[config.mk]
export PLATFORM = sky130hd
export DESIGN_NAME = sha1_message_hasher
export DESIGN_NICKNAME = d
export VERILOG_FILES = /design/src/sha1mh_pkg.sv /design/src/sha1mh_ctrl.sv /design/src/sha1mh_datapath.sv /design/src/sha1_message_hasher.sv
export VERILOG_INCLUDE_DIRS = /design/src /design/src/src
export SDC_FILE = /design/constraint.sdc
export NUM_CORES = 2
export LEC_CHECK = 0
export BUFFER_PORTS_ARGS = -buffer_cell sky130_fd_sc_hd__buf_2
export CAP_MARGIN = 0
export CELL_PAD_IN_SITES_DETAIL_PLACEMENT = 1
export CELL_PAD_IN_SITES_GLOBAL_PLACEMENT = 2
export CORE_MARGIN = 4
export CORE_UTILIZATION = 41
export CTS_CLUSTER_DIAMETER = 100
export DETAILED_ROUTE_END_ITERATION = 8
export PLACE_DENSITY = 0.88
export SYNTH_ARGS = -nofsm -noshare
export SYNTH_HDL_FRONTEND = slang
export SYNTH_SLANG_ARGS = --single-unit
[constraint.sdc]
create_clock -name clk -period 13.35 [get_ports clk]
set_clock_uncertainty 0.2 [all_clocks]
set_input_delay 0.6675 -clock clk [delete_from_list [all_inputs] [get_ports clk]]
set_output_delay 0.6675 -clock clk [all_outputs]
set_load 0.01 [all_outputs]
[src/sha1_message_hasher_assert.svh]
// Assertion macros shared by the SHA-1 hasher RTL.
// Uses the clk and rst names of the including module; no other dependencies.
`ifndef SHA1_MESSAGE_HASHER_ASSERT_SVH
`define SHA1_MESSAGE_HASHER_ASSERT_SVH

// Check that cons holds in the same cycle as ante.
`define SHA1MH_ASSERT_SAME(label, ante, cons, msg) \
  label: assert property (@(posedge clk) disable iff (rst) (ante) |-> (cons)) \
    else $error(msg);

// Check that cons holds in the cycle after ante.
`define SHA1MH_ASSERT_NEXT(label, ante, cons, msg) \
  label: assert property (@(posedge clk) disable iff (rst) (ante) |=> (cons)) \
    else $error(msg);

`endif

[src/sha1mh_pkg.sv]
// Shared types, constants and command/status structs for the SHA-1 hasher.
// No dependencies; imported by every module of the block.
package sha1mh_pkg;

  localparam int unsigned NUM_HASH  = 5;
  localparam int unsigned NUM_SCHED = 16;

  // Input and output transactions
  typedef struct packed {
    logic [7:0] msg_byte;
    logic       byte_valid;
    logic       last_item;
  } msg_item_t;

  typedef struct packed {
    logic [31:0] digest_word;
    logic [2:0]  word_index;
    logic        last_word;
  } digest_item_t;

  localparam logic [31:0] H_INIT [NUM_HASH] = '{
    32'h67452301, 32'hEFCDAB89, 32'h98BADCFE, 32'h10325476, 32'hC3D2E1F0
  };

  localparam logic [31:0] K_CHOOSE   = 32'h5A827999;
  localparam logic [31:0] K_PARITY1  = 32'h6ED9EBA1;
  localparam logic [31:0] K_MAJORITY = 32'h8F1BBCDC;
  localparam logic [31:0] K_PARITY2  = 32'hCA62C1D6;

  localparam logic [7:0]  PAD_BYTE      = 8'h80;
  localparam logic [5:0]  LEN_FILL      = 6'd56;
  localparam logic [5:0]  LAST_FILL     = 6'd63;
  localparam logic [6:0]  LAST_ROUND    = 7'd79;
  localparam logic [6:0]  END_CHOOSE    = 7'd20;
  localparam logic [6:0]  END_PARITY1   = 7'd40;
  localparam logic [6:0]  END_MAJORITY  = 7'd60;
  localparam logic [2:0]  LAST_LEN_BYTE = 3'd7;
  localparam logic [2:0]  DIGEST_WORDS  = 3'd5;
  localparam logic [63:0] BITS_PER_BYTE = 64'd8;

  typedef enum logic [2:0] {
    ST_IDLE,
    ST_PAD_ONE,
    ST_PAD_ZERO,
    ST_PAD_LEN,
    ST_ROUND,
    ST_ADD,
    ST_DIGEST
  } ctrl_state_t;

  typedef enum logic [1:0] {
    SRC_MSG,
    SRC_PAD_ONE,
    SRC_ZERO,
    SRC_LEN
  } byte_src_t;

  typedef enum logic [1:0] {
    FN_CHOOSE,
    FN_PARITY1,
    FN_MAJORITY,
    FN_PARITY2
  } round_fn_t;

  // Controller to datapath
  typedef struct packed {
    logic      put;         // absorb one byte into the block
    byte_src_t src;         // where that byte comes from
    logic [2:0] len_idx;    // length byte, most significant first
    logic      count_bits;  // advance the message bit count
    logic      load_round;  // load working registers from the chain
    logic      round_en;    // run one compression round
    round_fn_t fn;          // round function group
    logic      add_chain;   // fold working registers into the chain
    logic      finish;      // move digest to output, restart the hash
  } cmd_t;

  // Datapath to controller
  typedef struct packed {
    logic [5:0] fill;
    logic       dig_busy;
  } status_t;

endpackage

[src/sha1mh_ctrl.sv]
// Sequencer for the SHA-1 hasher: absorb, pad, round count and digest hand-off.
// Depends on sha1mh_pkg; drives the datapath through cmd_t only.
module sha1mh_ctrl import sha1mh_pkg::*; (
  input  logic      clk,
  input  logic      rst,
  input  logic      msg_valid,
  input  msg_item_t msg,
  output logic      msg_stall,
  input  status_t   status,
  output cmd_t      cmd
);

  ctrl_state_t state, state_next;
  ctrl_state_t ret_state, ret_state_next;
  logic [6:0]  round_cnt, round_cnt_next;
  logic [2:0]  len_idx, len_idx_next;
  logic        block_done;

  assign block_done = (status.fill == LAST_FILL);

  // Next state, return point and counters
  always_comb begin
    state_next     = state;
    ret_state_next = ret_state;
    round_cnt_next = round_cnt;
    len_idx_next   = len_idx;
    unique case (state)
      ST_IDLE: begin
        if (msg_valid) begin
          if (msg.byte_valid && block_done) begin
            state_next     = ST_ROUND;
            ret_state_next = msg.last_item ? ST_PAD_ONE : ST_IDLE;
          end else if (msg.last_item) begin
            state_next = ST_PAD_ONE;
          end
        end
      end
      ST_PAD_ONE: begin
        if (block_done) begin
          state_next     = ST_ROUND;
          ret_state_next = ST_PAD_ZERO;
        end else begin
          state_next = ST_PAD_ZERO;
        end
      end
      ST_PAD_ZERO: begin
        if (status.fill == LEN_FILL) begin
          state_next   = ST_PAD_LEN;
          len_idx_next = '0;
        end else if (block_done) begin
          state_next     = ST_ROUND;
          ret_state_next = ST_PAD_ZERO;
        end
      end
      ST_PAD_LEN: begin
        len_idx_next = len_idx + 3'd1;
        if (block_done) begin
          state_next     = ST_ROUND;
          ret_state_next = ST_DIGEST;
        end
      end
      ST_ROUND: begin
        if (round_cnt == LAST_ROUND) begin
          round_cnt_next = '0;
          state_next     = ST_ADD;
        end else begin
          round_cnt_next = round_cnt + 7'd1;
        end
      end
      ST_ADD: begin
        state_next = ret_state;
      end
      ST_DIGEST: begin
        if (!status.dig_busy) begin
          state_next = ST_IDLE;
        end
      end
      default: begin
        state_next = ST_IDLE;
      end
    endcase
  end

  // Commands to the datapath
  always_comb begin
    cmd            = '0;
    cmd.src        = SRC_MSG;
    cmd.len_idx    = len_idx;
    msg_stall      = (state != ST_IDLE);
    if (round_cnt < END_CHOOSE) begin
      cmd.fn = FN_CHOOSE;
    end else if (round_cnt < END_PARITY1) begin
      cmd.fn = FN_PARITY1;
    end else if (round_cnt < END_MAJORITY) begin
      cmd.fn = FN_MAJORITY;
    end else begin
      cmd.fn = FN_PARITY2;
    end
    unique case (state)
      ST_IDLE: begin
        cmd.put        = msg_valid && msg.byte_valid;
        cmd.count_bits = msg_valid && msg.byte_valid;
        cmd.load_round = msg_valid && msg.byte_valid && block_done;
      end
      ST_PAD_ONE: begin
        cmd.put        = 1'b1;
        cmd.src        = SRC_PAD_ONE;
        cmd.load_round = block_done;
      end
      ST_PAD_ZERO: begin
        cmd.put        = (status.fill != LEN_FILL);
        cmd.src        = SRC_ZERO;
        cmd.load_round = block_done;
      end
      ST_PAD_LEN: begin
        cmd.put        = 1'b1;
        cmd.src        = SRC_LEN;
        cmd.load_round = block_done;
      end
      ST_ROUND: begin
        cmd.round_en = 1'b1;
      end
      ST_ADD: begin
        cmd.add_chain = 1'b1;
      end
      ST_DIGEST: begin
        cmd.finish = !status.dig_busy;
      end
      default: begin
        cmd.put = 1'b0;
      end
    endcase
  end

  always_ff @(posedge clk) begin
    if (rst) begin
      state     <= ST_IDLE;
      ret_state <= ST_IDLE;
      round_cnt <= '0;
      len_idx   <= '0;
    end else begin
      state     <= state_next;
      ret_state <= ret_state_next;
      round_cnt <= round_cnt_next;
      len_idx   <= len_idx_next;
    end
  end

endmodule

[src/sha1mh_datapath.sv]
// SHA-1 datapath: byte packing, rolling schedule, round unit, chain and digest buffer.
// Depends on sha1mh_pkg; controlled by sha1mh_ctrl through cmd_t.
module sha1mh_datapath import sha1mh_pkg::*; (
  input  logic         clk,
  input  logic         rst,
  input  cmd_t         cmd,
  input  logic [7:0]   msg_byte,
  output status_t      status,
  output logic         dig_valid,
  input  logic         dig_stall,
  output digest_item_t dig
);

  logic [31:0] chain [NUM_HASH];
  logic [31:0] work  [NUM_HASH];
  logic [31:0] sched [NUM_SCHED];
  logic [31:0] dig_buf [NUM_HASH];
  logic [63:0] bits;
  logic [5:0]  fill;
  logic [23:0] acc;
  logic [2:0]  dig_cnt;

  logic [7:0]  put_byte;
  logic [5:0]  len_shift;
  logic [31:0] w_mix, w_new, f_val, k_val, t_val;

  // Select the byte to absorb
  assign len_shift = {LAST_LEN_BYTE - cmd.len_idx, 3'b000};
  always_comb begin
    unique case (cmd.src)
      SRC_MSG:     put_byte = msg_byte;
      SRC_PAD_ONE: put_byte = PAD_BYTE;
      SRC_ZERO:    put_byte = 8'h00;
      SRC_LEN:     put_byte = bits[len_shift +: 8];
      default:     put_byte = 8'h00;
    endcase
  end

  // Schedule expansion from the fixed taps of the shift line
  assign w_mix = sched[13] ^ sched[8] ^ sched[2] ^ sched[0];
  assign w_new = {w_mix[30:0], w_mix[31]};

  // Round function and constant
  always_comb begin
    unique case (cmd.fn)
      FN_CHOOSE: begin
        f_val = (work[1] & work[2]) | (~work[1] & work[3]);
        k_val = K_CHOOSE;
      end
      FN_PARITY1: begin
        f_val = work[1] ^ work[2] ^ work[3];
        k_val = K_PARITY1;
      end
      FN_MAJORITY: begin
        f_val = (work[1] & work[2]) | (work[1] & work[3]) | (work[2] & work[3]);
        k_val = K_MAJORITY;
      end
      FN_PARITY2: begin
        f_val = work[1] ^ work[2] ^ work[3];
        k_val = K_PARITY2;
      end
      default: begin
        f_val = '0;
        k_val = '0;
      end
    endcase
  end

  assign t_val = {work[0][26:0], work[0][31:27]} + f_val + work[4] + k_val + sched[0];

  // Control-side counters and chaining state
  always_ff @(posedge clk) begin
    if (rst) begin
      fill <= '0;
      bits <= '0;
      for (int i = 0; i < NUM_HASH; i++) begin
        chain[i] <= H_INIT[i];
      end
    end else begin
      if (cmd.put) begin
        fill <= fill + 6'd1;
      end
      if (cmd.count_bits) begin
        bits <= bits + BITS_PER_BYTE;
      end
      if (cmd.add_chain) begin
        for (int i = 0; i < NUM_HASH; i++) begin
          chain[i] <= chain[i] + work[i];
        end
      end
      if (cmd.finish) begin
        fill <= '0;
        bits <= '0;
        for (int i = 0; i < NUM_HASH; i++) begin
          chain[i] <= H_INIT[i];
        end
      end
    end
  end

  // Byte packing and schedule shift line
  always_ff @(posedge clk) begin
    if (cmd.put) begin
      acc <= {acc[15:0], put_byte};
    end
    if (cmd.put && (fill[1:0] == 2'b11)) begin
      for (int i = 0; i < NUM_SCHED - 1; i++) begin
        sched[i] <= sched[i + 1];
      end
      sched[NUM_SCHED - 1] <= {acc, put_byte};
    end else if (cmd.round_en) begin
      for (int i = 0; i < NUM_SCHED - 1; i++) begin
        sched[i] <= sched[i + 1];
      end
      sched[NUM_SCHED - 1] <= w_new;
    end
  end

  // Working registers a..e
  always_ff @(posedge clk) begin
    if (cmd.load_round) begin
      for (int i = 0; i < NUM_HASH; i++) begin
        work[i] <= chain[i];
      end
    end else if (cmd.round_en) begin
      work[0] <= t_val;
      work[1] <= work[0];
      work[2] <= {work[1][1:0], work[1][31:2]};
      work[3] <= work[2];
      work[4] <= work[3];
    end
  end

  // Digest buffer: load on finish, drain one word per transaction
  always_ff @(posedge clk) begin
    if (rst) begin
      dig_cnt <= '0;
    end else if (cmd.finish) begin
      dig_cnt <= DIGEST_WORDS;
    end else if (dig_valid && !dig_stall) begin
      dig_cnt <= dig_cnt - 3'd1;
    end
  end

  always_ff @(posedge clk) begin
    if (cmd.finish) begin
      for (int i = 0; i < NUM_HASH; i++) begin
        dig_buf[i] <= chain[i];
      end
    end else if (dig_valid && !dig_stall) begin
      for (int i = 0; i < NUM_HASH - 1; i++) begin
        dig_buf[i] <= dig_buf[i + 1];
      end
    end
  end

  assign dig_valid       = (dig_cnt != 3'd0);
  assign dig.digest_word = dig_buf[0];
  assign dig.word_index  = DIGEST_WORDS - dig_cnt;
  assign dig.last_word   = (dig_cnt == 3'd1);

  assign status.fill     = fill;
  assign status.dig_busy = dig_valid;

endmodule

[src/sha1_message_hasher.sv]
// Top level of the SHA-1 message hasher: controller plus datapath.
// Depends on sha1mh_pkg, sha1mh_ctrl, sha1mh_datapath and the assertion macro header.
//
//   channel | valid     | stall     | payload
//   --------+-----------+-----------+--------------------------------------
//   msg     | msg_valid | msg_stall | msg_item_t: msg_byte, byte_valid, last_item
//   dig     | dig_valid | dig_stall | digest_item_t: digest_word, word_index, last_word
//
// Message bytes are taken while the input is not stalled; a full 64-byte block adds 80
// rounds and a chain add. A last item adds the pad bytes (9 to 64, or up to 72 with
// an extra block), a length boundary step, the compressions and the digest hand-off.
// Digest words drain one per transaction while new bytes are taken; the next
// digest, and with it the input, waits until the buffer is empty.
// rst is synchronous; after it the hash restarts from the initial values.
`include "sha1_message_hasher_assert.svh"

module sha1_message_hasher import sha1mh_pkg::*; (
  input  logic         clk,
  input  logic         rst,
  input  logic         msg_valid,
  output logic         msg_stall,
  input  msg_item_t    msg,
  output logic         dig_valid,
  input  logic         dig_stall,
  output digest_item_t dig
);

  cmd_t    cmd;
  status_t status;
  logic    plain_byte;
  logic    put_in_round;
  logic    last_mark_ok;

  sha1mh_ctrl u_ctrl (
    .clk       (clk),
    .rst       (rst),
    .msg_valid (msg_valid),
    .msg       (msg),
    .msg_stall (msg_stall),
    .status    (status),
    .cmd       (cmd)
  );

  sha1mh_datapath u_datapath (
    .clk       (clk),
    .rst       (rst),
    .cmd       (cmd),
    .msg_byte  (msg.msg_byte),
    .status    (status),
    .dig_valid (dig_valid),
    .dig_stall (dig_stall),
    .dig       (dig)
  );

  // Check terms
  assign plain_byte   = msg_valid && !msg_stall && msg.byte_valid && !msg.last_item
                        && (status.fill != LAST_FILL);
  assign put_in_round = cmd.round_en || cmd.add_chain;
  assign last_mark_ok = (dig.last_word == (dig.word_index == DIGEST_WORDS - 3'd1));

  // A plain byte that does not close a block leaves the input open
  `SHA1MH_ASSERT_NEXT(a_byte_keeps_ready, plain_byte, !msg_stall, "stall after a plain byte")
  // Packing and round shifting never share a cycle
  `SHA1MH_ASSERT_SAME(a_put_excl_round, cmd.put, !put_in_round, "byte put during compression")
  // A new digest only enters an empty output buffer
  `SHA1MH_ASSERT_SAME(a_finish_empty_buf, cmd.finish, !dig_valid, "digest over pending words")
  // The final digest word carries the last mark
  `SHA1MH_ASSERT_SAME(a_last_word_index, dig_valid, last_mark_ok, "last mark on wrong word")

endmodule
==> results.md <==
* Mapped Avg Cell Area at 12.8 sq um
* GP Congestion at 0.876
* Synth warnings at 0
* Slew Limit Fails at 0
* Post-DRT Antenna Nets at 0
* Clk buf depth at 3
* Logic gate share of total power at 9.2%
* Min Tclk post-route at 7.00 ns
* Final worst path period share at 52.5%
* Global route overflow at 0
* M2 GR Usage at 34.6%
* R2R setup slack at 6.35 ns
* Remaining DRCs at 0
* Routed vias/inst at 5.45
* Post-synth ARST share at 0%
* Clock Latency Late Sink at 0.78 ns
* Worst Setup SP: u_ctrl.round_cnt[5]
* CTS root buffer: clkbuf_16
* Area of the multi-input gates at 19500 sq um
* CTS H-tree lvls at 3
* Post_cts resized at 0
* Clock tree from TritonCTS: done
* P&R area growth vs syn at 10.9%
* Antenna violations before repair at 0
* CORE AREA at 129000 sq um
* Top-area cell type share of the netlist area at 57.2%
* Fmax at 0.143 GHz
* CTS Buf Count at 114
* RSZ-0062 raised after global routing: no
* Outcome: completed
* Crit path max fanout at 26
* FF-to-FF Start: u_ctrl.round_cnt[5]
* Switching power at 0.00194 W
* HPWL Detailed at 101 mm
* Net Sw Frac at 24.2%
* Syn nets at 4512
* Synthesized cell area at 53300 sq um
* Cell Rows at 132
* Placed cells at 5842
* Post-Layout Cell Count at 6057
* Crit path required time at 13.70 ns
* Post-synth cell types at 77
* Router iterations before antenna repair at 5
* Worst-margin pin slew at 1.19 ns
* Largest net degree at the start of global routing at 214
* Share of layout cells above drive strength 1 at 9.99%
* Max transition margin at 19.7%
* Sequential-to-total area share from yosys stat at 60.4%
* Hold Path Class: in -> reg
* Clock share of power at 39.7%
* Critical Path End: u_datapath.work[0][31]
* Layout fillers at 13.3k
* Reg2Reg Depth at 21
* Ant diodes at 0
* Global-route wire length before repair at 215 mm
* Setup Viol. Count Final at 0
* Wire per inst at 23.6 microns
* LEAKAGE at 21.8 nW
* Die area at 136000 sq um
* IO buf count at 51
* Post-synth top flop: edfxtp_1
* Clk slew on worst S/H paths at 0.06 ns
* Met3 Usage GRT at 3.37%
* Seq pwr share at 51.1%
* Chip width at 369 microns
* Worst Setup Start Kind: flip-flop
* Via count at 33.0k
* Busiest layer in global routing: met2
* Met1 usage at 27.9%
* Vias in the first global route at 34.4k
* Critical path type: reg -> reg
* CTS Sinks at 1102
* Net count reported at finish at 4561
* Sequential cell area at 32200 sq um
* Final wirelength at 143 mm
* Final hold viol count at 0
* Worst endpoint data arrival time at 7.35 ns
* Max Cap Violations at 0
* Cell count after synthesis at 4168
* Pint at 0.00608 W
* Setup TNS at 0 ns
* FF-to-FF End: u_datapath.work[0][31]
* I/O pins at 52
* Number of flops mapped to enable cells by yosys at 1016
* Crit path capture type: flip-flop
* Area leader, netlist: edfxtp_1
* Power Density at 136 nW/um^2
* Peak VDD IR at 0.165 mV
* Starting density of the core at 41.2%
* Initial drt markers at 2630
* Total GRT Usage at 20.8%
* Die H at 369 microns
* #FFs+latches synth at 1102
* Synth top area cells: edfxtp_1 57%, ha_1 4.8%, fa_1 4.7%
[kinds of logic (layout without fill, tap and decap cells)]
| kind of cell | after synthesis | count (layout) | synth area share, % |
|---|---|---|---|
| adders and majority gates | 330 | 330 | 9.50 |
| DFF | 1102 | 1102 | 60.4 |
| xor gates and xnor gates | 302 | 302 | 4.96 |
| buffers and inverters | 400 | 547 | 3.09 |
| and+or+nand+nor | 1115 | 1115 | 9.26 |
| AOI/OAI and AO/OA | 733 | 733 | 8.65 |
| muxes | 186 | 186 | 4.11 |
[sequential cells by signal, summed over array words and instances, names as in the netlist]
name,cells
u_datapath.acc,24
u_datapath.sched,512
u_ctrl.state,3
u_ctrl.len_idx,3
u_datapath.bits,61
u_datapath.dig_cnt,3
u_datapath.chain,160
u_ctrl.round_cnt,7
u_ctrl.ret_state,3
u_datapath.dig_buf,160
u_datapath.work,160
u_datapath.fill,6
[power groups by stage]
| stage | Clock, W | Combinational, W | Sequential [W] |
|---|---|---|---|
| 2_1_floorplan | 0 | 0.000550 | 0.00421 |
| 3_3_place_gp | 0 | 0.000728 | 0.00416 |
| 3_5_place_dp | 0 | 0.000748 | 0.00417 |
| 4_1_cts | 0.00326 | 0.000756 | 0.00410 |
| 5_1_grt | 0.00341 | 0.000807 | 0.00411 |
| 6_report | 0.00318 | 0.000738 | 0.00410 |
[per-stage QoR]
stage          worst slack (ns)  area (sq um)  hold slack [ns]  util, %  total power (W)
5_1_grt                    5.93         59100           0.0988     45.7          0.00833
3_5_place_dp               6.51         55400            0.205     42.8          0.00492
6_report                   6.35         59100           0.0758     45.7          0.00802
3_3_place_gp               6.77         55400            0.201     42.8          0.00489
4_1_cts                    6.37         59100          0.00950     45.7          0.00812
2_1_floorplan              2.52         53300            0.200        -          0.00476
[worst max-delay path: stages, from the launching register on]
cell and delay [ns]:
dfxtp_1 0.44, o21ai_0 0.17, a221o_1 0.39, inv_1 0.15
ha_2 0.60, inv_1 0.43, o21ai_0 0.34, fa_1 0.49
fa_1 0.46, inv_1 0.07, ha_1 0.19, inv_1 0.06
fa_1 0.40, nor2b_1 0.19, o31a_1 0.22, a311oi_1 0.16
nand3b_1 0.14, a21oi_1 0.16, a2111oi_0 0.82, o2111ai_1 0.29
a211o_1 0.31, o211ai_1 0.08
[cell usage after synthesis (all sizes together) (20+ instances only)]
master and instances:
edfxtp 1016, nand2 560, nor2 256, inv 248, a21oi 213, ha 205
xnor2 197, o21ai 195, mux2 133, fa 125, xor2 105, clkbuf 103
a21o 86, dfxtp 86, nand3 52, buf 49, nor3 48, mux2i 40
o21bai 34, nor2b 33, a211oi 29, a221oi 28, and3 28, nand4 24
a31oi 21, nand2b 20, or3 20
[area by class of cell]
cell class	count	share of cell area, %
Multi-Input combinational cell	2666	33.0
Timing Repair Buffer	85	0.889
Sequential cell	1102	54.5
Clock inverter	58	1.08
Tap cell	1742	3.69
Inverter	248	1.57
Clock buffer	156	5.23
[worst min path at each step]
stage                                        start                       end  slack [ns]  cells after the start
after detailed placement  u_datapath.sched[0][161]  u_datapath.sched[0][129]        0.21                      0
after CTS                                   msg[8]         u_datapath.acc[6]       0.009                      3
after global placement    u_datapath.sched[0][454]  u_datapath.sched[0][422]        0.20                      0
after global routing                        msg[8]         u_datapath.acc[6]         0.1                      3
final                                       msg[8]         u_datapath.acc[6]        0.08                      3
after floorplan            u_datapath.sched[0][32]    u_datapath.sched[0][0]        0.20                      0
[cell usage in the layout, fill, tap and decap left out, drive strengths merged, types with 29 or more instances in the layout]
cell,count
clkinv,44
nor3,48
nand3,52
nor2,256
o21bai,34
ha,205
nand2,560
inv,250
o21ai,195
a21oi,213
a21o,86
xnor2,197
buf,84
clkbuf,156
mux2i,40
dfxtp,86
a211oi,29
xor2,105
fa,125
mux2,133
edfxtp,1016
nor2b,33
[routing by layer]
metal / routed length, microns / vias to the layer above
li1: - / 15113
met1: 62000 / 16868
met2: 68800 / 823
met3: 7140 / 234
met4: 5000 / 0
met5: 0 / -
[what timing repair did]
| item | CTS | global route |
|---|---|---|
| hold endpoints to repair | 1 | 0 |
| hold buffers | 1 | 0 |
| buffers inserted | 0 | 0 |
(Power assumes the default switching activity.)
